==> src/sawcr_pkg.sv <==
package sawcr_pkg;

  // Register map (index = paddr[4:2])
  localparam int unsigned AddrWidth = 5;
  localparam int unsigned DataWidth = 32;
  localparam int unsigned QueueDepth = 2;
  localparam int unsigned QueuePtrWidth = $clog2(QueueDepth);
  localparam int unsigned QueueCntWidth = $clog2(QueueDepth + 1);

  typedef enum logic [2:0] {
    REG_TIMEOUT_LIMIT   = 3'd0,
    REG_FILE_IDENT      = 3'd1,
    REG_INFO_MESSAGE_ID = 3'd2,
    REG_CHUNK_PACKET_ID = 3'd3,
    REG_END_MESSAGE_ID  = 3'd4,
    REG_INFO_MIN_LENGTH = 3'd5,
    REG_MAX_CHUNK_BYTES = 3'd6
  } reg_idx_t;

  typedef enum logic [1:0] {
    KIND_NONE    = 2'd0,
    KIND_MESSAGE = 2'd1,
    KIND_CHUNK   = 2'd2,
    KIND_OTHER   = 2'd3
  } kind_t;

  typedef enum logic [2:0] {
    PH_IDLE     = 3'd0,
    PH_INFO     = 3'd1,
    PH_CHUNK    = 3'd2,
    PH_ACK      = 3'd3,
    PH_COMPLETE = 3'd4,
    PH_ERROR    = 3'd5
  } phase_t;

  typedef enum logic [2:0] {
    RQ_NONE  = 3'd0,
    RQ_CLEAR = 3'd1,
    RQ_OPEN  = 3'd2,
    RQ_WRITE = 3'd3,
    RQ_META  = 3'd4,
    RQ_CLOSE = 3'd5
  } req_t;

  typedef struct packed {
    logic [15:0] timeout_limit;
    logic [7:0]  file_ident;
    logic [7:0]  info_message_id;
    logic [7:0]  chunk_packet_id;
    logic [7:0]  end_message_id;
    logic [7:0]  info_min_length;
    logic [7:0]  max_chunk_bytes;
  } cfg_t;

  // Classified poll item, as queued between front and back
  typedef struct packed {
    logic        info_ok;
    logic        chunk_ok;
    logic        end_ok;
    logic [7:0]  msg_length;
    logic [31:0] word_one;
    logic [31:0] word_two;
    logic [15:0] packet_index;
    logic        storage_ok;
  } item_t;

  typedef struct packed {
    logic [2:0]  phase;
    logic [2:0]  request;
    logic [15:0] chunk_index;
    logic [7:0]  chunk_length;
    logic        send_ack;
    logic        transfer_done;
    logic        went_error;
    logic [31:0] chunk_size_out;
    logic [16:0] received_count;
    logic [31:0] expected_total;
  } result_t;

endpackage

==> src/sawcr_if.sv <==
interface sawcr_in_if;
  logic        valid;
  logic        ready;
  logic [1:0]  kind;
  logic [7:0]  msg_id;
  logic [7:0]  msg_length;
  logic [7:0]  first_byte;
  logic [31:0] word_one;
  logic [31:0] word_two;
  logic [15:0] packet_index;
  logic        storage_ok;

  modport source(
    output valid, kind, msg_id, msg_length, first_byte, word_one, word_two,
           packet_index, storage_ok,
    input  ready
  );
  modport sink(
    input  valid, kind, msg_id, msg_length, first_byte, word_one, word_two,
           packet_index, storage_ok,
    output ready
  );
endinterface

interface sawcr_out_if;
  logic        valid;
  logic        ready;
  logic [2:0]  phase;
  logic [2:0]  request;
  logic [15:0] chunk_index;
  logic [7:0]  chunk_length;
  logic        send_ack;
  logic        transfer_done;
  logic        went_error;
  logic [31:0] chunk_size_out;
  logic [16:0] received_count;
  logic [31:0] expected_total;

  modport source(
    output valid, phase, request, chunk_index, chunk_length, send_ack,
           transfer_done, went_error, chunk_size_out, received_count,
           expected_total,
    input  ready
  );
  modport sink(
    input  valid, phase, request, chunk_index, chunk_length, send_ack,
           transfer_done, went_error, chunk_size_out, received_count,
           expected_total,
    output ready
  );
endinterface

==> src/stop_and_wait_chunk_receiver.sv <==
// An accepted poll is queued; the back then pops it and registers its result.
// Throughput: one poll per cycle while results drain; a two-entry queue parts
// the classifying front from the state machine, and the result register lets the
// back stall on its own. Reset (rst_n, synchronous, active low) empties the queue,
// drops the result, returns to the idle phase and loads the register reset values.
module stop_and_wait_chunk_receiver (
  input  logic                            clk,
  input  logic                            rst_n,
  sawcr_in_if.sink                        in_ch,
  sawcr_out_if.source                     out_ch,
  input  logic                            psel,
  input  logic                            penable,
  input  logic                            pwrite,
  input  logic [sawcr_pkg::AddrWidth-1:0] paddr,
  input  logic [sawcr_pkg::DataWidth-1:0] pwdata,
  output logic [sawcr_pkg::DataWidth-1:0] prdata,
  output logic                            pready
);
  import sawcr_pkg::*;

  cfg_t    cfg;
  item_t   push_item;
  item_t   head_item;
  logic    q_push, q_not_full, q_pop, q_not_empty;
  result_t res;

  sawcr_regs u_regs (
    .clk     (clk),
    .rst_n   (rst_n),
    .psel    (psel),
    .penable (penable),
    .pwrite  (pwrite),
    .paddr   (paddr),
    .pwdata  (pwdata),
    .prdata  (prdata),
    .pready  (pready),
    .cfg     (cfg)
  );

  sawcr_front u_front (
    .in_ch   (in_ch),
    .cfg     (cfg),
    .q_ready (q_not_full),
    .q_push  (q_push),
    .q_item  (push_item)
  );

  sawcr_queue u_queue (
    .clk       (clk),
    .rst_n     (rst_n),
    .push      (q_push),
    .push_item (push_item),
    .not_full  (q_not_full),
    .pop       (q_pop),
    .head_item (head_item),
    .not_empty (q_not_empty)
  );

  sawcr_back u_back (
    .clk        (clk),
    .rst_n      (rst_n),
    .cfg        (cfg),
    .head_item  (head_item),
    .head_valid (q_not_empty),
    .pop        (q_pop),
    .res        (res),
    .res_valid  (out_ch.valid),
    .res_ready  (out_ch.ready)
  );

  // Drive result payload
  assign out_ch.phase          = res.phase;
  assign out_ch.request        = res.request;
  assign out_ch.chunk_index    = res.chunk_index;
  assign out_ch.chunk_length   = res.chunk_length;
  assign out_ch.send_ack       = res.send_ack;
  assign out_ch.transfer_done  = res.transfer_done;
  assign out_ch.went_error     = res.went_error;
  assign out_ch.chunk_size_out = res.chunk_size_out;
  assign out_ch.received_count = res.received_count;
  assign out_ch.expected_total = res.expected_total;

endmodule

==> src/sawcr_regs.sv <==
module sawcr_regs (
  input  logic                           clk,
  input  logic                           rst_n,
  input  logic                           psel,
  input  logic                           penable,
  input  logic                           pwrite,
  input  logic [sawcr_pkg::AddrWidth-1:0] paddr,
  input  logic [sawcr_pkg::DataWidth-1:0] pwdata,
  output logic [sawcr_pkg::DataWidth-1:0] prdata,
  output logic                           pready,
  output sawcr_pkg::cfg_t                cfg
);
  import sawcr_pkg::*;

  cfg_t     cfg_r;
  cfg_t     cfg_nxt;
  reg_idx_t idx;
  logic     wr_en;

  assign pready = 1'b1;
  assign idx    = reg_idx_t'(paddr[AddrWidth-1:2]);
  assign wr_en  = psel && penable && pwrite;
  assign cfg    = cfg_r;

  // Decode write
  always_comb begin
    cfg_nxt = cfg_r;
    if (wr_en) begin
      case (idx)
        REG_TIMEOUT_LIMIT:   cfg_nxt.timeout_limit   = pwdata[15:0];
        REG_FILE_IDENT:      cfg_nxt.file_ident      = pwdata[7:0];
        REG_INFO_MESSAGE_ID: cfg_nxt.info_message_id = pwdata[7:0];
        REG_CHUNK_PACKET_ID: cfg_nxt.chunk_packet_id = pwdata[7:0];
        REG_END_MESSAGE_ID:  cfg_nxt.end_message_id  = pwdata[7:0];
        REG_INFO_MIN_LENGTH: cfg_nxt.info_min_length = pwdata[7:0];
        REG_MAX_CHUNK_BYTES: cfg_nxt.max_chunk_bytes = pwdata[7:0];
        default:             cfg_nxt = cfg_r;
      endcase
    end
  end

  always_ff @(posedge clk) begin
    if (!rst_n) begin
      cfg_r.timeout_limit   <= 16'd100;
      cfg_r.file_ident      <= 8'd0;
      cfg_r.info_message_id <= 8'd0;
      cfg_r.chunk_packet_id <= 8'd0;
      cfg_r.end_message_id  <= 8'd0;
      cfg_r.info_min_length <= 8'd9;
      cfg_r.max_chunk_bytes <= 8'd255;
    end else begin
      cfg_r <= cfg_nxt;
    end
  end

  // Read back
  always_comb begin
    case (idx)
      REG_TIMEOUT_LIMIT:   prdata = {16'd0, cfg_r.timeout_limit};
      REG_FILE_IDENT:      prdata = {24'd0, cfg_r.file_ident};
      REG_INFO_MESSAGE_ID: prdata = {24'd0, cfg_r.info_message_id};
      REG_CHUNK_PACKET_ID: prdata = {24'd0, cfg_r.chunk_packet_id};
      REG_END_MESSAGE_ID:  prdata = {24'd0, cfg_r.end_message_id};
      REG_INFO_MIN_LENGTH: prdata = {24'd0, cfg_r.info_min_length};
      REG_MAX_CHUNK_BYTES: prdata = {24'd0, cfg_r.max_chunk_bytes};
      default:             prdata = '0;
    endcase
  end

endmodule

==> src/sawcr_front.sv <==
module sawcr_front (
  sawcr_in_if.sink        in_ch,
  input  sawcr_pkg::cfg_t cfg,
  input  logic            q_ready,
  output logic            q_push,
  output sawcr_pkg::item_t q_item
);
  import sawcr_pkg::*;

  kind_t kind;

  assign kind        = kind_t'(in_ch.kind);
  assign in_ch.ready = q_ready;
  assign q_push      = in_ch.valid && q_ready;

  // Classify the poll against the configured ids and limits
  always_comb begin
    q_item.info_ok = (kind == KIND_MESSAGE) && (in_ch.msg_id == cfg.info_message_id) &&
                     (in_ch.msg_length >= cfg.info_min_length) &&
                     (in_ch.first_byte == cfg.file_ident);
    q_item.chunk_ok = (kind == KIND_CHUNK) && (in_ch.msg_id == cfg.chunk_packet_id) &&
                      (in_ch.msg_length != 8'd0) &&
                      (in_ch.msg_length <= cfg.max_chunk_bytes);
    q_item.end_ok = (kind == KIND_MESSAGE) && (in_ch.msg_id == cfg.end_message_id) &&
                    (in_ch.msg_length != 8'd0) &&
                    (in_ch.first_byte == cfg.end_message_id);
    q_item.msg_length   = in_ch.msg_length;
    q_item.word_one     = in_ch.word_one;
    q_item.word_two     = in_ch.word_two;
    q_item.packet_index = in_ch.packet_index;
    q_item.storage_ok   = in_ch.storage_ok;
  end

endmodule

==> src/sawcr_queue.sv <==
module sawcr_queue (
  input  logic             clk,
  input  logic             rst_n,
  input  logic             push,
  input  sawcr_pkg::item_t push_item,
  output logic             not_full,
  input  logic             pop,
  output sawcr_pkg::item_t head_item,
  output logic             not_empty
);
  import sawcr_pkg::*;

  item_t                    mem_r [QueueDepth];
  logic [QueuePtrWidth-1:0] wr_ptr_r;
  logic [QueuePtrWidth-1:0] rd_ptr_r;
  logic [QueueCntWidth-1:0] cnt_r;

  assign not_full  = (cnt_r != QueueCntWidth'(QueueDepth));
  assign not_empty = (cnt_r != '0);
  assign head_item = mem_r[rd_ptr_r];

  // Store entry
  always_ff @(posedge clk) begin
    if (push) begin
      mem_r[wr_ptr_r] <= push_item;
    end
  end

  // Advance pointers and count
  always_ff @(posedge clk) begin
    if (!rst_n) begin
      wr_ptr_r <= '0;
      rd_ptr_r <= '0;
      cnt_r    <= '0;
    end else begin
      if (push) begin
        wr_ptr_r <= (wr_ptr_r == QueuePtrWidth'(QueueDepth - 1)) ? '0 : wr_ptr_r + 1'b1;
      end
      if (pop) begin
        rd_ptr_r <= (rd_ptr_r == QueuePtrWidth'(QueueDepth - 1)) ? '0 : rd_ptr_r + 1'b1;
      end
      if (push && !pop) begin
        cnt_r <= cnt_r + 1'b1;
      end else if (pop && !push) begin
        cnt_r <= cnt_r - 1'b1;
      end
    end
  end

endmodule

==> src/sawcr_back.sv <==
module sawcr_back (
  input  logic               clk,
  input  logic               rst_n,
  input  sawcr_pkg::cfg_t    cfg,
  input  sawcr_pkg::item_t   head_item,
  input  logic               head_valid,
  output logic               pop,
  output sawcr_pkg::result_t res,
  output logic               res_valid,
  input  logic               res_ready
);
  import sawcr_pkg::*;

  phase_t      phase_r, phase_nxt;
  phase_t      prior_r, prior_nxt;
  logic [15:0] miss_r, miss_nxt;
  logic [31:0] total_r, total_nxt;
  logic [31:0] size_r, size_nxt;
  logic [16:0] recv_r, recv_nxt;
  result_t     res_r, res_nxt;
  logic        res_valid_r;

  req_t        req;
  logic [15:0] cidx;
  logic [7:0]  clen;
  logic        ack, done, err;
  logic        miss;
  phase_t      miss_from;
  logic        miss_abort;

  assign pop       = head_valid && (!res_valid_r || res_ready);
  assign res       = res_r;
  assign res_valid = res_valid_r;
  assign miss_abort = (miss_r >= cfg.timeout_limit);

  // Next state
  always_comb begin
    phase_nxt = phase_r;
    prior_nxt = prior_r;
    miss_nxt  = miss_r;
    total_nxt = total_r;
    size_nxt  = size_r;
    recv_nxt  = recv_r;
    miss      = 1'b0;
    miss_from = phase_r;
    case (phase_r)
      PH_IDLE: begin
        miss_nxt  = '0;
        total_nxt = '0;
        prior_nxt = PH_IDLE;
        if (head_item.storage_ok) begin
          recv_nxt  = '0;
          phase_nxt = PH_INFO;
        end else begin
          phase_nxt = PH_ERROR;
        end
      end
      PH_INFO: begin
        if (head_item.info_ok) begin
          size_nxt  = head_item.word_one;
          total_nxt = head_item.word_two;
          recv_nxt  = '0;
          miss_nxt  = '0;
          prior_nxt = PH_INFO;
          phase_nxt = head_item.storage_ok ? PH_ACK : PH_ERROR;
        end else begin
          miss = 1'b1;
        end
      end
      PH_CHUNK: begin
        if (head_item.chunk_ok && ({1'b0, head_item.packet_index} == recv_r) &&
            head_item.storage_ok) begin
          recv_nxt  = recv_r + 17'd1;
          miss_nxt  = '0;
          prior_nxt = PH_CHUNK;
          phase_nxt = PH_ACK;
        end else if (head_item.chunk_ok && ({1'b0, head_item.packet_index} < recv_r)) begin
          miss_nxt  = '0;
          prior_nxt = PH_CHUNK;
          phase_nxt = PH_ACK;
        end else begin
          miss = 1'b1;
        end
      end
      PH_ACK: begin
        if (prior_r == PH_INFO) begin
          prior_nxt = PH_ACK;
          phase_nxt = PH_CHUNK;
        end else if (prior_r == PH_CHUNK) begin
          prior_nxt = PH_ACK;
          phase_nxt = ({15'd0, recv_r} >= total_r) ? PH_COMPLETE : PH_CHUNK;
        end else if (prior_r == PH_COMPLETE) begin
          prior_nxt = PH_IDLE;
          phase_nxt = PH_IDLE;
        end else begin
          phase_nxt = PH_ERROR;
        end
      end
      PH_COMPLETE: begin
        if (head_item.end_ok) begin
          miss_nxt  = '0;
          prior_nxt = PH_COMPLETE;
          phase_nxt = PH_ACK;
        end else begin
          miss = 1'b1;
        end
      end
      PH_ERROR: begin
        miss_nxt  = '0;
        total_nxt = '0;
        prior_nxt = PH_IDLE;
        phase_nxt = PH_IDLE;
      end
      default: begin
        miss_nxt  = '0;
        prior_nxt = PH_IDLE;
        phase_nxt = PH_IDLE;
      end
    endcase
    // Count a miss, or abort once the limit is reached
    if (miss) begin
      if (miss_abort) begin
        miss_nxt  = '0;
        prior_nxt = miss_from;
        phase_nxt = PH_ERROR;
      end else begin
        miss_nxt = miss_r + 16'd1;
      end
    end
  end

  // Step outputs
  always_comb begin
    req  = RQ_NONE;
    cidx = '0;
    clen = '0;
    ack  = 1'b0;
    done = 1'b0;
    err  = 1'b0;
    case (phase_r)
      PH_IDLE: begin
        req = RQ_CLEAR;
        err = !head_item.storage_ok;
      end
      PH_INFO: begin
        if (head_item.info_ok) begin
          req = RQ_OPEN;
          err = !head_item.storage_ok;
        end else begin
          err = miss_abort;
        end
      end
      PH_CHUNK: begin
        if (head_item.chunk_ok && ({1'b0, head_item.packet_index} == recv_r)) begin
          req  = RQ_WRITE;
          cidx = head_item.packet_index;
          clen = head_item.msg_length;
        end
        err = miss && miss_abort;
      end
      PH_ACK: begin
        ack  = 1'b1;
        done = (prior_r == PH_COMPLETE);
        err  = !(prior_r inside {PH_INFO, PH_CHUNK, PH_COMPLETE});
      end
      PH_COMPLETE: begin
        req = RQ_META;
        err = !head_item.end_ok && miss_abort;
      end
      PH_ERROR: begin
        req = RQ_CLOSE;
      end
      default: begin
        req = RQ_NONE;
      end
    endcase
  end

  // Assemble result
  always_comb begin
    res_nxt.phase          = phase_nxt;
    res_nxt.request        = req;
    res_nxt.chunk_index    = cidx;
    res_nxt.chunk_length   = clen;
    res_nxt.send_ack       = ack;
    res_nxt.transfer_done  = done;
    res_nxt.went_error     = err;
    res_nxt.chunk_size_out = size_nxt;
    res_nxt.received_count = recv_nxt;
    res_nxt.expected_total = total_nxt;
  end

  // Update state on each popped poll
  always_ff @(posedge clk) begin
    if (!rst_n) begin
      phase_r <= PH_IDLE;
      prior_r <= PH_IDLE;
      miss_r  <= '0;
      total_r <= '0;
      size_r  <= '0;
      recv_r  <= '0;
    end else if (pop) begin
      phase_r <= phase_nxt;
      prior_r <= prior_nxt;
      miss_r  <= miss_nxt;
      total_r <= total_nxt;
      size_r  <= size_nxt;
      recv_r  <= recv_nxt;
    end
  end

  // Hold result until its transfer
  always_ff @(posedge clk) begin
    if (!rst_n) begin
      res_valid_r <= 1'b0;
    end else if (pop) begin
      res_valid_r <= 1'b1;
    end else if (res_ready) begin
      res_valid_r <= 1'b0;
    end
  end

  always_ff @(posedge clk) begin
    if (pop) begin
      res_r <= res_nxt;
    end
  end

endmodule

==> src/flat_wrapper.sv <==
// flat-port wrapper written by rule: the top's interface ports become plain ports
module stop_and_wait_chunk_receiver_flat import sawcr_pkg::*;
  (clk, rst_n, psel, penable, pwrite, paddr, pwdata, prdata, pready, in_ch_valid, in_ch_kind, in_ch_msg_id, in_ch_msg_length, in_ch_first_byte, in_ch_word_one, in_ch_word_two, in_ch_packet_index, in_ch_storage_ok, in_ch_ready, out_ch_valid, out_ch_phase, out_ch_request, out_ch_chunk_index, out_ch_chunk_length, out_ch_send_ack, out_ch_transfer_done, out_ch_went_error, out_ch_chunk_size_out, out_ch_received_count, out_ch_expected_total, out_ch_ready);
  sawcr_in_if in_ch_i ();
  sawcr_out_if out_ch_i ();
  input  logic clk;
  input  logic rst_n;
  input  logic psel;
  input  logic penable;
  input  logic pwrite;
  input  logic [sawcr_pkg::AddrWidth-1:0] paddr;
  input  logic [sawcr_pkg::DataWidth-1:0] pwdata;
  output logic [sawcr_pkg::DataWidth-1:0] prdata;
  output logic pready;
  input wire logic [$bits(in_ch_i.valid)-1:0] in_ch_valid;
  input wire logic [$bits(in_ch_i.kind)-1:0] in_ch_kind;
  input wire logic [$bits(in_ch_i.msg_id)-1:0] in_ch_msg_id;
  input wire logic [$bits(in_ch_i.msg_length)-1:0] in_ch_msg_length;
  input wire logic [$bits(in_ch_i.first_byte)-1:0] in_ch_first_byte;
  input wire logic [$bits(in_ch_i.word_one)-1:0] in_ch_word_one;
  input wire logic [$bits(in_ch_i.word_two)-1:0] in_ch_word_two;
  input wire logic [$bits(in_ch_i.packet_index)-1:0] in_ch_packet_index;
  input wire logic [$bits(in_ch_i.storage_ok)-1:0] in_ch_storage_ok;
  output wire logic [$bits(in_ch_i.ready)-1:0] in_ch_ready;
  output wire logic [$bits(out_ch_i.valid)-1:0] out_ch_valid;
  output wire logic [$bits(out_ch_i.phase)-1:0] out_ch_phase;
  output wire logic [$bits(out_ch_i.request)-1:0] out_ch_request;
  output wire logic [$bits(out_ch_i.chunk_index)-1:0] out_ch_chunk_index;
  output wire logic [$bits(out_ch_i.chunk_length)-1:0] out_ch_chunk_length;
  output wire logic [$bits(out_ch_i.send_ack)-1:0] out_ch_send_ack;
  output wire logic [$bits(out_ch_i.transfer_done)-1:0] out_ch_transfer_done;
  output wire logic [$bits(out_ch_i.went_error)-1:0] out_ch_went_error;
  output wire logic [$bits(out_ch_i.chunk_size_out)-1:0] out_ch_chunk_size_out;
  output wire logic [$bits(out_ch_i.received_count)-1:0] out_ch_received_count;
  output wire logic [$bits(out_ch_i.expected_total)-1:0] out_ch_expected_total;
  input wire logic [$bits(out_ch_i.ready)-1:0] out_ch_ready;
  assign in_ch_i.valid = in_ch_valid;
  assign in_ch_i.kind = in_ch_kind;
  assign in_ch_i.msg_id = in_ch_msg_id;
  assign in_ch_i.msg_length = in_ch_msg_length;
  assign in_ch_i.first_byte = in_ch_first_byte;
  assign in_ch_i.word_one = in_ch_word_one;
  assign in_ch_i.word_two = in_ch_word_two;
  assign in_ch_i.packet_index = in_ch_packet_index;
  assign in_ch_i.storage_ok = in_ch_storage_ok;
  assign in_ch_ready = in_ch_i.ready;
  assign out_ch_valid = out_ch_i.valid;
  assign out_ch_phase = out_ch_i.phase;
  assign out_ch_request = out_ch_i.request;
  assign out_ch_chunk_index = out_ch_i.chunk_index;
  assign out_ch_chunk_length = out_ch_i.chunk_length;
  assign out_ch_send_ack = out_ch_i.send_ack;
  assign out_ch_transfer_done = out_ch_i.transfer_done;
  assign out_ch_went_error = out_ch_i.went_error;
  assign out_ch_chunk_size_out = out_ch_i.chunk_size_out;
  assign out_ch_received_count = out_ch_i.received_count;
  assign out_ch_expected_total = out_ch_i.expected_total;
  assign out_ch_i.ready = out_ch_ready;
  stop_and_wait_chunk_receiver u_core (.clk(clk), .rst_n(rst_n), .in_ch(in_ch_i), .out_ch(out_ch_i), .psel(psel), .penable(penable), .pwrite(pwrite), .paddr(paddr), .pwdata(pwdata), .prdata(prdata), .pready(pready));
endmodule
==> config.mk <==
export PLATFORM = sky130hd
export DESIGN_NAME = stop_and_wait_chunk_receiver_flat
export DESIGN_NICKNAME = d
export VERILOG_FILES = /design/src/sawcr_pkg.sv /design/src/sawcr_if.sv /design/src/stop_and_wait_chunk_receiver.sv /design/src/sawcr_regs.sv /design/src/sawcr_front.sv /design/src/sawcr_queue.sv /design/src/sawcr_back.sv /design/src/flat_wrapper.sv
export SDC_FILE = /design/constraint.sdc
export NUM_CORES = 1
export LEC_CHECK = 0
export CORE_MARGIN = 2
export CORE_UTILIZATION = 55
export CTS_CLUSTER_SIZE = 28
export DETAILED_ROUTE_END_ITERATION = 16
export DONT_BUFFER_PORTS = 1
export PLACE_DENSITY = 0.73
export RECOVER_POWER = 100
export SYNTH_ARGS = -nofsm -noshare
export SYNTH_HDL_FRONTEND = slang
export SYNTH_HIERARCHICAL = 1
export SYNTH_SLANG_ARGS = --single-unit
==> constraint.sdc <==
create_clock -name clk -period 5.5 [get_ports clk]
set_input_delay 0.825 -clock clk [delete_from_list [all_inputs] [get_ports clk]]
set_output_delay 0.825 -clock clk [all_outputs]
set_load 0.01 [all_outputs]
After elaboration in Yosys (flattened, before gate mapping)
Memories as Yosys holds them, arrays and structs flattened. A register that Yosys moved wholly into a read port is not among the register bits.
Index checks and enable logic that the tools add are counted.
{"block": "totals", "regBits": 286, "latch_bits": 0, "ramBits": 184, "romBits": 0, "inputBits": 151, "out_inout_bits": 149, "elab_cells": 170, "n_memories": 1}
{"name": "u_core.u_queue.mem_r", "words": 2, "width": 92, "rd": 1, "rd_clocked_by_memory_dff": 1, "write_ports": 1, "line_no": "sawcr_queue.sv:13", "source": "item_t mem_r [QueueDepth];"}
{"block": "op_classes", "addsub": 6, "multipliers": 0, "div": 0, "magnitude_cmp": 5, "eq_ne": 27, "shifts": 0, "n_mux": 60, "n_bitwise": 0, "n_reduce_logical": 44}
{"op": "$pmux 16 s7", "count": 1}
{"op": "$mux 16", "count": 6}
{"op": "$mux 32", "count": 3}
{"op": "$pmux 16 s4", "count": 1}
{"op": "$pmux 32 s2", "count": 1}
{"op": "$mux 3", "count": 21}
{"op": "$mux 17", "count": 3}
{"op": "$pmux 17 s3", "count": 1}
{"op": "$eq 8x8->1", "count": 5}
{"op": "$ge 17x32->1", "count": 1}
{"op": "$pmux 3 s5", "count": 2}
{"op": "$logic_and 1x1->1", "count": 20}
{"op": "$eq 3x3->1 const B", "count": 6}
{"op": "$add 17x1->17 const B", "count": 1}
{"op": "$eq 16x17->1", "count": 1}
{"op": "$lt 16x17->1", "count": 1}
{"op": "$add 16x1->16 const B", "count": 1}
{"op": "$ge 16x16->1", "count": 1}
{"op": "$reduce_and 2->1", "count": 8}
{"op": "$eq 3x2->1 const B", "count": 5}
{"op": "$mux 1", "count": 14}
{"op": "$pmux 3 s4", "count": 1}
{"op": "$eq 3x1->1 const B", "count": 3}
{"op": "$ge 8x8->1", "count": 1}
{"op": "21 further kinds", "count": 34}

Logic depth before layout (Yosys ltp)
Gate-level depths: netlist of run 1.
{"block": "depth", "word_depth": 7, "ltp_mapped": 15, "mapped_depth_nobuf": 11}

By module
Netlist of run 1, hierarchy kept.
{"module": "sawcr_back", "instances": 1, "cells_per_inst": 1051, "area_each_um2": 10550.1, "seq_area_each_um2": 5505.3}
{"module": "sawcr_queue", "instances": 1, "cells_per_inst": 308, "area_each_um2": 6882.9, "seq_area_each_um2": 5625.4}
{"module": "sawcr_regs", "instances": 1, "cells_per_inst": 333, "area_each_um2": 3110.5, "seq_area_each_um2": 1281.2}
{"module": "sawcr_front", "instances": 1, "cells_per_inst": 205, "area_each_um2": 1496.4, "seq_area_each_um2": 0.0}

Worst setup path before layout of run 1
Ideal clock, no wire load.
{"block": "synth_path", "path_kind": "input port to flip-flop", "start": "input out_ch_ready", "end": "register u_core.u_queue.cnt_r[1]", "arrival_time_ns": 5.881, "t_required_ns": 5.430, "slack_ns": -0.451, "path_stages": 9, "path_buffers": 2, "cell_sequence": "nand2b_1 nand2_1 inv_2 clkbuf_1 clkbuf_1 inv_1 ha_1 or3_1 a21boi_1"}
{"block": "synth_between", "elab_chain_cells": 5, "elab_cells_between_ends": 7}
{"item": "from (decl)", "line_no": "flat_wrapper.sv:36", "source": "input wire logic [$bits(out_ch_i.ready)-1:0] out_ch_ready;"}
{"item": "$logic_or 1x1->1 *", "line_no": "sawcr_back.sv:31", "source": "assign pop = head_valid && (!res_valid_r || res_ready);"}
{"item": "$logic_and 1x1->1 *", "line_no": "sawcr_back.sv:31"}
{"item": "named net u_core.q_pop", "line_no": "stop_and_wait_chunk_receiver.sv:24", "source": "logic q_push, q_not_full, q_pop, q_not_empty;"}
{"item": "$logic_not 1->1", "line_no": "sawcr_queue.sv:42", "source": "if (push && !pop) begin"}
{"item": "$logic_and 1x1->1", "line_no": "sawcr_queue.sv:42"}
{"item": "$mux 2 / $reduce_bool 2->1 (equally long branches)"}
{"item": "to (signal assigned)", "line_no": "sawcr_queue.sv:43", "source": "cnt_r <= cnt_r + 1'b1;"}
{"item": "to (signal assigned)", "line_no": "sawcr_queue.sv:45", "source": "cnt_r <= cnt_r - 1'b1;"}
{"item": "to (decl)", "line_no": "sawcr_queue.sv:16", "source": "logic [QueueCntWidth-1:0] cnt_r;"}
Mark *: on every way through the listed nets, which the timed path passes. The rest lies on a longest branch.
A chain may end at the register's enable or synchronous reset.

==> impl_metrics.tcl, run 1 <==
set metrics [dict create \
    crit_chain "clkbuf_2 -> mux2_1 -> nand3_1 -> nor3_1 -> and3_1 -> nor3_1 -> and2_0 -> o21bai_1 -> a21bo_1 -> nor2_1" \
    worst_slew_pin_slew_ns 3.31 \
    yosys-top-cells-area "edfxtp_1 41%, dfxtp_1 16%, mux2_2 6.8%" \
    peakVddDrop_uv 692 \
    yosys.area_share.xor_xnor_pct 1.63 \
    io_buffer_count 0 \
    vias 13700 \
    failed_checks "max-capacitance violations, max-slew violations" \
    ys_warn_count 6 \
    relSlewSlack_pct -121 \
    fmax_ghz 0.223 \
    syn_to_final_growth_pct 4.68 \
    dieArea_um2 41700 \
    grt_use_met3_pct 7.45 \
    cts_tree "built" \
    dr.pass1.iters 6 \
    grt_use_total_pct 23.3 \
    cts-resized-gates 0 \
    setup_viol 0 \
    synth_commonest_cells "298 x edfxtp_1, 176 x nor2_1, 173 x dfxtp_1" \
    synthDistinctLibCells 67 \
    hold_viol 0 \
    status "finished with violations" \
    cpPeakStageDelay_ns 0.98 \
    die-height_um 204 \
    timing.max_cap.violations 2 \
    busiest_layer "met2" \
    first_global_vias 13529 \
    required_ns 5.93 \
    clk_latency_ns 0.56 \
    critPathCaptureType "flip-flop" \
    drc_errors 0 \
    via_per_inst 5.85 \
    finalCritPeriodShare_pct 81.5 \
    use_met1_pct 29.8 \
    hold_buffers 0 \
    avgSynthCellArea_um2 11.6 \
    crit_path_top_delay_cell "clkbuf_2" \
    path_clk_slew_ns 0.06 \
    cts_setup_buffers 0 \
    ys_seq_area_share_pct 56.3 \
    synth-compound-area-share_pct 7.77 \
    synth_simple_gate_area_share_pct 13.3 \
    grt_overflow 0 \
    synthAdderAreaFrac_pct 3.86 \
    synth_top_flop_cell "edfxtp_1" \
    synth.top_cell.area_share_pct 40.6 \
    start_util_pct 55.6 \
    cp_common_cell "nor3_1" \
    gr-usage-met2_pct 38.3 \
    cts.sinks 471 \
    drt_wl_total_mm 49.3 \
    dp_hpwl_mm 32.0 \
    drive_gt1_share_pct 11.1 \
    antenna_found_initial 1 \
    maxSlewViolCount 155 \
    clockRootBuffer "clkbuf_16" \
    rsz0062_at_grt "false" \
    final.min_clock_period_ns 4.48 \
    synth_top_family_by_area "simple AND/OR/NAND/NOR gates" \
    cp.arrival_ns 4.91 \
    cts_max_level 2 \
    fin_skew_ns 0.0104 \
    synth_area_um2 22000 \
    wire_per_inst_um 21.1 \
    n_fill_cell 3170 \
    leakagePower_nw 8.42 \
    drt_iter0_drc 1061 \
    hold_class "primary input to flip-flop" \
    cts_buffer_depth 3 \
    synth_top_area_cell "edfxtp_1" \
    netlist_instances 1897 \
    grt_start_max_net_pins 178 \
    coreArea_um2 39600 \
    core.rowCount 73 \
    power_density_nw_per_um2 494 \
    fin_total_pwr_mw 11.4 \
    synthMostInstantiatedCell "edfxtp_1" \
    cts_made_buffers 48 \
    fp.dieW_um 204 \
    grt_pass1_wl_mm 75.5 \
    gp_congestion 0.917 \
    synth.mux.area_fraction_pct 10.0 \
    pin_count 300 \
    synth_seq_cells 471 \
    setup_tns_ns 0 \
    final_nets 1994 \
    synth_edf_count 298 \
    crit_type "flip-flop to flip-flop" \
    worstPathMaxFanout 60 \
    async_flop_share_pct 0 \
    hold_ws_ns 0.353 \
    cp-start-kind "flip-flop" \
    postRouteAntennaNets 0 \
]
worst max-delay path: cells and delay by family (launching register included):
family,cells,cell delay [ns]
AOI/OAI and AO/OA,2,0.83
DFF,1,0.94
and+or+nand+nor,6,1.26
buffers and inverters,1,0.98
muxes,1,0.30
flip-flops by register name, indices dropped and copies added, names as in the netlist, named ones only:
name / cells
u_core/u_queue/cnt_r: 2
u_core/u_back/res: 114
u_core/u_back/recv_r: 17
u_core/u_queue/rd_ptr_r: 1
u_core/u_regs/cfg: 64
u_core/u_back/total_r: 32
u_core/u_back/res_valid: 1
u_core/u_queue/wr_ptr_r: 1
u_core/u_back/miss_from: 3
u_core/u_back/size_r: 32
u_core/u_back/miss_r: 16
u_core/u_queue/mem_r: 184
u_core/u_back/prior_r: 3
placed cells by master (no fill, tap or decap), types with 40 or more instances in the layout:
master	n
ha_1	68
nor2_1	180
mux2i_1	71
and3_1	40
nor3b_1	60
edfxtp_1	298
a21oi_1	66
dfxtp_1	172
inv_1	85
clkbuf_16	49
o21ai_0	57
nand2_1	124
mux2_2	115
report_power, final:
| group | internal [mW] | switching, mW |
|---|---|---|
| Sequential | 4.81 | 0.713 |
| Clock | 1.80 | 1.31 |
| Combinational | 1.01 | 1.74 |
cell type report:
class | count | area [µm²] | area share (%)
sequential | 471 | 12400 | 53.8
tap | 525 | 657 | 2.85
timing repair buffer | 8 | 63.8 | 0.277
multi-input combinational | 1160 | 8090 | 35.1
clock buffer | 68 | 1350 | 5.84
inverter | 86 | 330 | 1.43
antenna | 2 | 5.00 | 0.0217
clock inverter | 20 | 159 | 0.689
stage by stage:
step | setup slack [ns] | instance area [µm²] | utilization [%] | std cells
after detailed placement | 1.51 | 21600 | 54.6 | 2250
after floorplan | 1.40 | 22100 | - | 1912
after global placement | 1.61 | 21600 | 54.6 | 2250
final | 1.02 | 23100 | 58.2 | 2340
after global routing | 0.637 | 23100 | 58.2 | 2338
after CTS | 1.52 | 23100 | 58.4 | 2338
routing by layer:
layer	vias to the layer above	routed length, µm
met4	0	1040
met2	488	23200
met1	6675	20400
met5	-	0
met3	76	4550
li1	6461	-
final timing paths:
kind	cells past startpoint	slack, ns	start	to
setup / recovery	10	1.02	flip-flop	u_core/u_back/miss_r[3]
hold / removal	0	0.35	in_ch_word_one[30]	u_core/u_queue/mem_r[1][79]
setup reg to reg	10	1.02	flip-flop	u_core/u_back/miss_r[3]
hold reg to reg	2	0.48	u_core/u_regs/cfg[59]	u_core/u_regs/cfg[59]
logic make-up after synthesis:
group | after synthesis
compound gates | 259
xor+xnor | 41
fa+ha+maj | 68
buf+inv | 281
flops | 471
mux | 204
other cells | 2
simple gates | 571
Power figures use the tool's default switching activity.
==> run 2, diff against run 1 <==
==> constraint.sdc (replaced) <==
create_clock -name clk -period 4 [get_ports clk]
set_input_delay 0.6 -clock clk [delete_from_list [all_inputs] [get_ports clk]]
set_output_delay 0.6 -clock clk [all_outputs]
set_load 0.01 [all_outputs]
==> impl_metrics.tcl, run 2 (synthesized netlist as in run 1, its figures left out) <==
set metrics [dict create \
    drive_gt1_share_pct 11.9 \
    final_common_cell "edfxtp_1" \
    final_nets 2003 \
    grt_pass1_wl_mm 76.2 \
    cpPeakStageDelay_ns 0.64 \
    peakVddDrop_uv 579 \
    maxSlewViolCount 218 \
    leakagePower_nw 8.53 \
    wire_per_inst_um 21.1 \
    dr.pass1.iters 5 \
    mostFrequentLayoutCells "298 x edfxtp_1, 180 x nor2_1, 172 x dfxtp_1" \
    finalCritPeriodShare_pct 90.8 \
    syn_to_final_growth_pct 5.47 \
    regMostFlops "u_core/u_queue/mem_r" \
    cts_tree "built" \
    antenna_found_initial 3 \
    final.min_clock_period_ns 3.63 \
    largest_reg_flops 184 \
    gp_congestion 0.907 \
    cp_top_family "simple AND/OR/NAND/NOR gates" \
    cts_buffer_depth 3 \
    grt_start_max_net_pins 178 \
    dpl_cell_area_um2 21700 \
    start_util_pct 55.6 \
    required_ns 4.53 \
    hold_buffers 0 \
    crit_buf_inv 2 \
    coreArea_um2 39600 \
    failed_checks "max-capacitance violations, max-slew violations" \
    timing.max_cap.violations 3 \
    first_global_vias 13662 \
    dieArea_um2 41700 \
    multiInputGateArea_um2 8070 \
    crit_path_top_delay_cell "nor4b_2" \
    clockRootBuffer "clkbuf_16" \
    grt_overflow 0 \
    fp.dieW_um 204 \
    io_buffer_count 0 \
    post-route-cell-area_um2 23200 \
    crit_type "flip-flop to flip-flop" \
    crit_chain "buf_4 -> mux2_2 -> inv_1 -> ha_1 -> nand3_1 -> or3_1 -> nor4b_2 -> and2_0 -> nand2_2 -> or4_1 -> nand2_1" \
    worst_slew_pin_slew_ns 2.80 \
    vias 13821 \
    grt_use_total_pct 23.5 \
    postRouteAntennaNets 0 \
    fmax_ghz 0.275 \
    dp_hpwl_mm 32.9 \
    path_clk_slew_ns 0.06 \
    setup_tns_ns 0 \
    cts_made_buffers 48 \
    n_fill_cell 3185 \
    hold_viol 0 \
    cts_setup_buffers 0 \
    power_density_nw_per_um2 692 \
    die-height_um 204 \
    cts-resized-gates 0 \
    via_per_inst 5.88 \
    ff_latch_area_um2 12400 \
    setup_viol 0 \
    core.rowCount 73 \
    relSlewSlack_pct -86.9 \
    drt_iter0_drc 1102 \
    drc_errors 0 \
    worstPathMaxFanout 20 \
    pin_count 300 \
    cts_max_level 2 \
    fin_skew_ns 0.0193 \
    cp-start-kind "flip-flop" \
    rsz0062_at_grt "false" \
    clk_latency_ns 0.58 \
    fin_util_pct 58.6 \
    critPathCaptureType "flip-flop" \
    status "finished with violations" \
    hold_class "primary input to flip-flop" \
    cts.sinks 471 \
    cp.arrival_ns 4.16 \
    drt_wl_total_mm 49.6 \
]
run 2: report_power, final:
group          total (mW)  internal [mW]  switching (mW)
sequential           7.52           6.63           0.890
clock                4.65           2.76            1.89
combinational        3.91           1.40            2.51
run 2: worst paths after layout:
kind,startpoint,endpoint,slack (ns),cells past startpoint
worst max-delay path,flip-flop,u_core/u_back/recv_r[12],0.37,11
worst min-delay path,in_ch_word_two[3],u_core/u_queue/mem_r[0][20],0.11,0
worst max register to register,flip-flop,u_core/u_back/recv_r[12],0.37,11
worst min register to register,u_core/u_regs/cfg[58],u_core/u_regs/cfg[58],0.47,2
run 2: cell type report:
class,instances,area share (%)
Inverter,86,1.42
Sequential cell,471,53.4
Timing Repair Buffer,17,0.463
Clock buffer,66,5.96
Antenna cell,2,0.0215
Multi-Input combinational cell,1160,34.7
Clock inverter,23,1.17
Tap cell,525,2.83
run 2: worst register-to-register path, cell delays in order (launching register included):
cell,delay [ns]
dfxtp_4,0.52
buf_4,0.34
mux2_2,0.38
inv_1,0.08
ha_1,0.13
nand3_1,0.09
or3_1,0.42
nor4b_2,0.64
and2_0,0.34
nand2_2,0.10
or4_1,0.47
nand2_1,0.09
run 2: routing by layer:
metal  global-route usage [%]  part of all wire, %  vias to the layer above
li1                         -                    -                     6474
met1                     29.9                   42                     6777
met2                     38.1                   47                      481
met3                     7.70                  8.9                       89
met4                     7.25                  2.3                        0
met5                        0                    0                        -
run 2: stage by stage:
step | worst slack, ns | cells | hold slack [ns] | total power [mW]
finish | 0.367 | 2350 | 0.111 | 16.1
global route | 0.161 | 2348 | 0.0745 | 16.9
CTS | 0.513 | 2348 | 0.0752 | 16.2
detailed placement | 0.529 | 2259 | 0.465 | 11.6
global placement | 0.598 | 2259 | 0.460 | 11.4
floorplan | 0.127 | 1912 | 0.443 | 10.5
==> run 3, diff against run 2 <==
--- a/config.mk
+++ b/config.mk
@@ -10,6 +10,7 @@
 export CTS_CLUSTER_SIZE = 28
 export DETAILED_ROUTE_END_ITERATION = 16
 export DONT_BUFFER_PORTS = 1
+export HOLD_SLACK_MARGIN = 0.12
 export PLACE_DENSITY = 0.73
 export RECOVER_POWER = 100
 export SYNTH_ARGS = -nofsm -noshare
==> impl_metrics.tcl, run 3 (synthesized netlist as in run 1, its figures left out) <==
set metrics [dict create \
    status "finished with violations" \
    failed_checks "max-capacitance violations, max-slew violations" \
    relSlewSlack_pct -87.0 \
    dr.pass1.iters 6 \
    setup_viol 0 \
    drt_iter0_drc 1100 \
    regMostFlops "u_core/u_queue/mem_r" \
    hold_viol 0 \
    die-height_um 204 \
    grt_pass1_wl_mm 77.5 \
    required_ns 4.52 \
    cts_setup_buffers 0 \
    rsz0062_at_grt "false" \
    largest_reg_flops 184 \
    vias 14247 \
    worst_slew_pin_slew_ns 2.81 \
    cts_made_buffers 48 \
    syn_to_final_growth_pct 9.56 \
    maxSlewViolCount 218 \
    dp_hpwl_mm 32.9 \
    peakVddDrop_uv 578 \
    gp_congestion 0.907 \
    coreArea_um2 39600 \
    multiInputGateArea_um2 8070 \
    clk_latency_ns 0.58 \
    fin_skew_ns 0.0187 \
    cts_tree "built" \
    postRouteAntennaNets 0 \
    wire_per_inst_um 20.7 \
    path_clk_slew_ns 0.06 \
    critPathCaptureType "flip-flop" \
    use_met1_pct 30.9 \
    setup_tns_ns 0 \
    grt_use_met3_pct 6.55 \
    dpl_cell_area_um2 21700 \
    antenna_found_initial 3 \
    cp-start-kind "flip-flop" \
    post-route-cell-area_um2 24100 \
    drc_errors 0 \
    io_buffer_count 0 \
    ff_latch_area_um2 12400 \
    crit_type "flip-flop to flip-flop" \
    cts_max_level 2 \
    pin_count 300 \
    busiest_layer "met2" \
    final_common_cell "edfxtp_1" \
    dieArea_um2 41700 \
    cts.sinks 471 \
    drt_wl_total_mm 50.5 \
    clockRootBuffer "clkbuf_16" \
    mostFrequentLayoutCells "298 x edfxtp_1, 180 x nor2_1, 172 x dfxtp_1" \
    fmax_ghz 0.276 \
    core.rowCount 73 \
    fp.dieW_um 204 \
    grt_use_total_pct 23.9 \
    final.min_clock_period_ns 3.62 \
    cts_buffer_depth 3 \
    n_fill_cell 3102 \
    worstPathMaxFanout 20 \
    hold_class "primary input to flip-flop" \
    first_global_vias 14091 \
    start_util_pct 55.6 \
    leakagePower_nw 8.90 \
    timing.max_cap.violations 3 \
    grt_start_max_net_pins 178 \
    finalCritPeriodShare_pct 90.5 \
    cp.arrival_ns 4.14 \
    grt_overflow 0 \
    via_per_inst 5.84 \
    power_density_nw_per_um2 670 \
    gr-usage-met2_pct 38.9 \
    final_nets 2093 \
    drive_gt1_share_pct 11.3 \
]
-- run 3: where the power goes --
part / internal, mW / switching [mW] / total (mW)
Clock: 2.76 / 1.89 / 4.65
Sequential: 6.63 / 0.887 / 7.52
Combinational: 1.46 / 2.55 / 4.01
-- run 3: worst paths after layout --
kind,from,endpoint,slack (ns),cells after the start
worst max register to register,flip-flop,u_core/u_back/recv_r[12],0.38,11
worst min-delay path,rst_n,u_core/u_queue/wr_ptr_r,0.16,1
worst min register to register,u_core/u_regs/cfg[58],u_core/u_regs/cfg[58],0.48,2
worst max-delay path,flip-flop,u_core/u_back/recv_r[12],0.38,11
-- run 3: repair_timing --
| action | 4_1_cts | 5_1_grt |
|---|---|---|
| hold buffers | 90 | 0 |
| hold endpoints to repair | 179 | 0 |
| gates resized for setup | 0 | 0 |
-- run 3: stage by stage --
step	setup WS (ns)	std cells	total power, mW	hold WS [ns]	util [%]
after floorplan	0.127	1912	10.5	0.443	-
after global placement	0.598	2259	11.4	0.460	54.8
after detailed placement	0.529	2259	11.6	0.465	54.8
after CTS	0.513	2438	16.3	0.126	61.3
after global routing	0.160	2439	17.0	0.132	60.9
final	0.381	2440	16.2	0.159	60.9
-- run 3: metal layers --
layer  vias to the layer above  part of all wire (%)
met4                         0                   2.2
met1                      6977                    42
met2                       522                    47
li1                       6661                     -
met5                         -                     0
met3                        87                   8.2
-- run 3: worst max-delay path: stages, from the launching register on --
cell and delay (ns):
dfxtp_4 0.52, buf_4 0.34, mux2_2 0.37, inv_1 0.08
ha_1 0.14, nand3_1 0.08, or3_1 0.42, nor4b_2 0.63
and2_0 0.33, nand2_2 0.09, or4_1 0.47, nand2_1 0.08
-- run 3: cell type report --
cell class,count,area share (%)
Inverter,86,1.37
Antenna cell,2,0.0207
Clock buffer,66,5.74
Clock inverter,23,1.13
Tap cell,525,2.72
Timing Repair Buffer,107,4.18
Sequential cell,471,51.4
Multi-Input combinational cell,1160,33.4
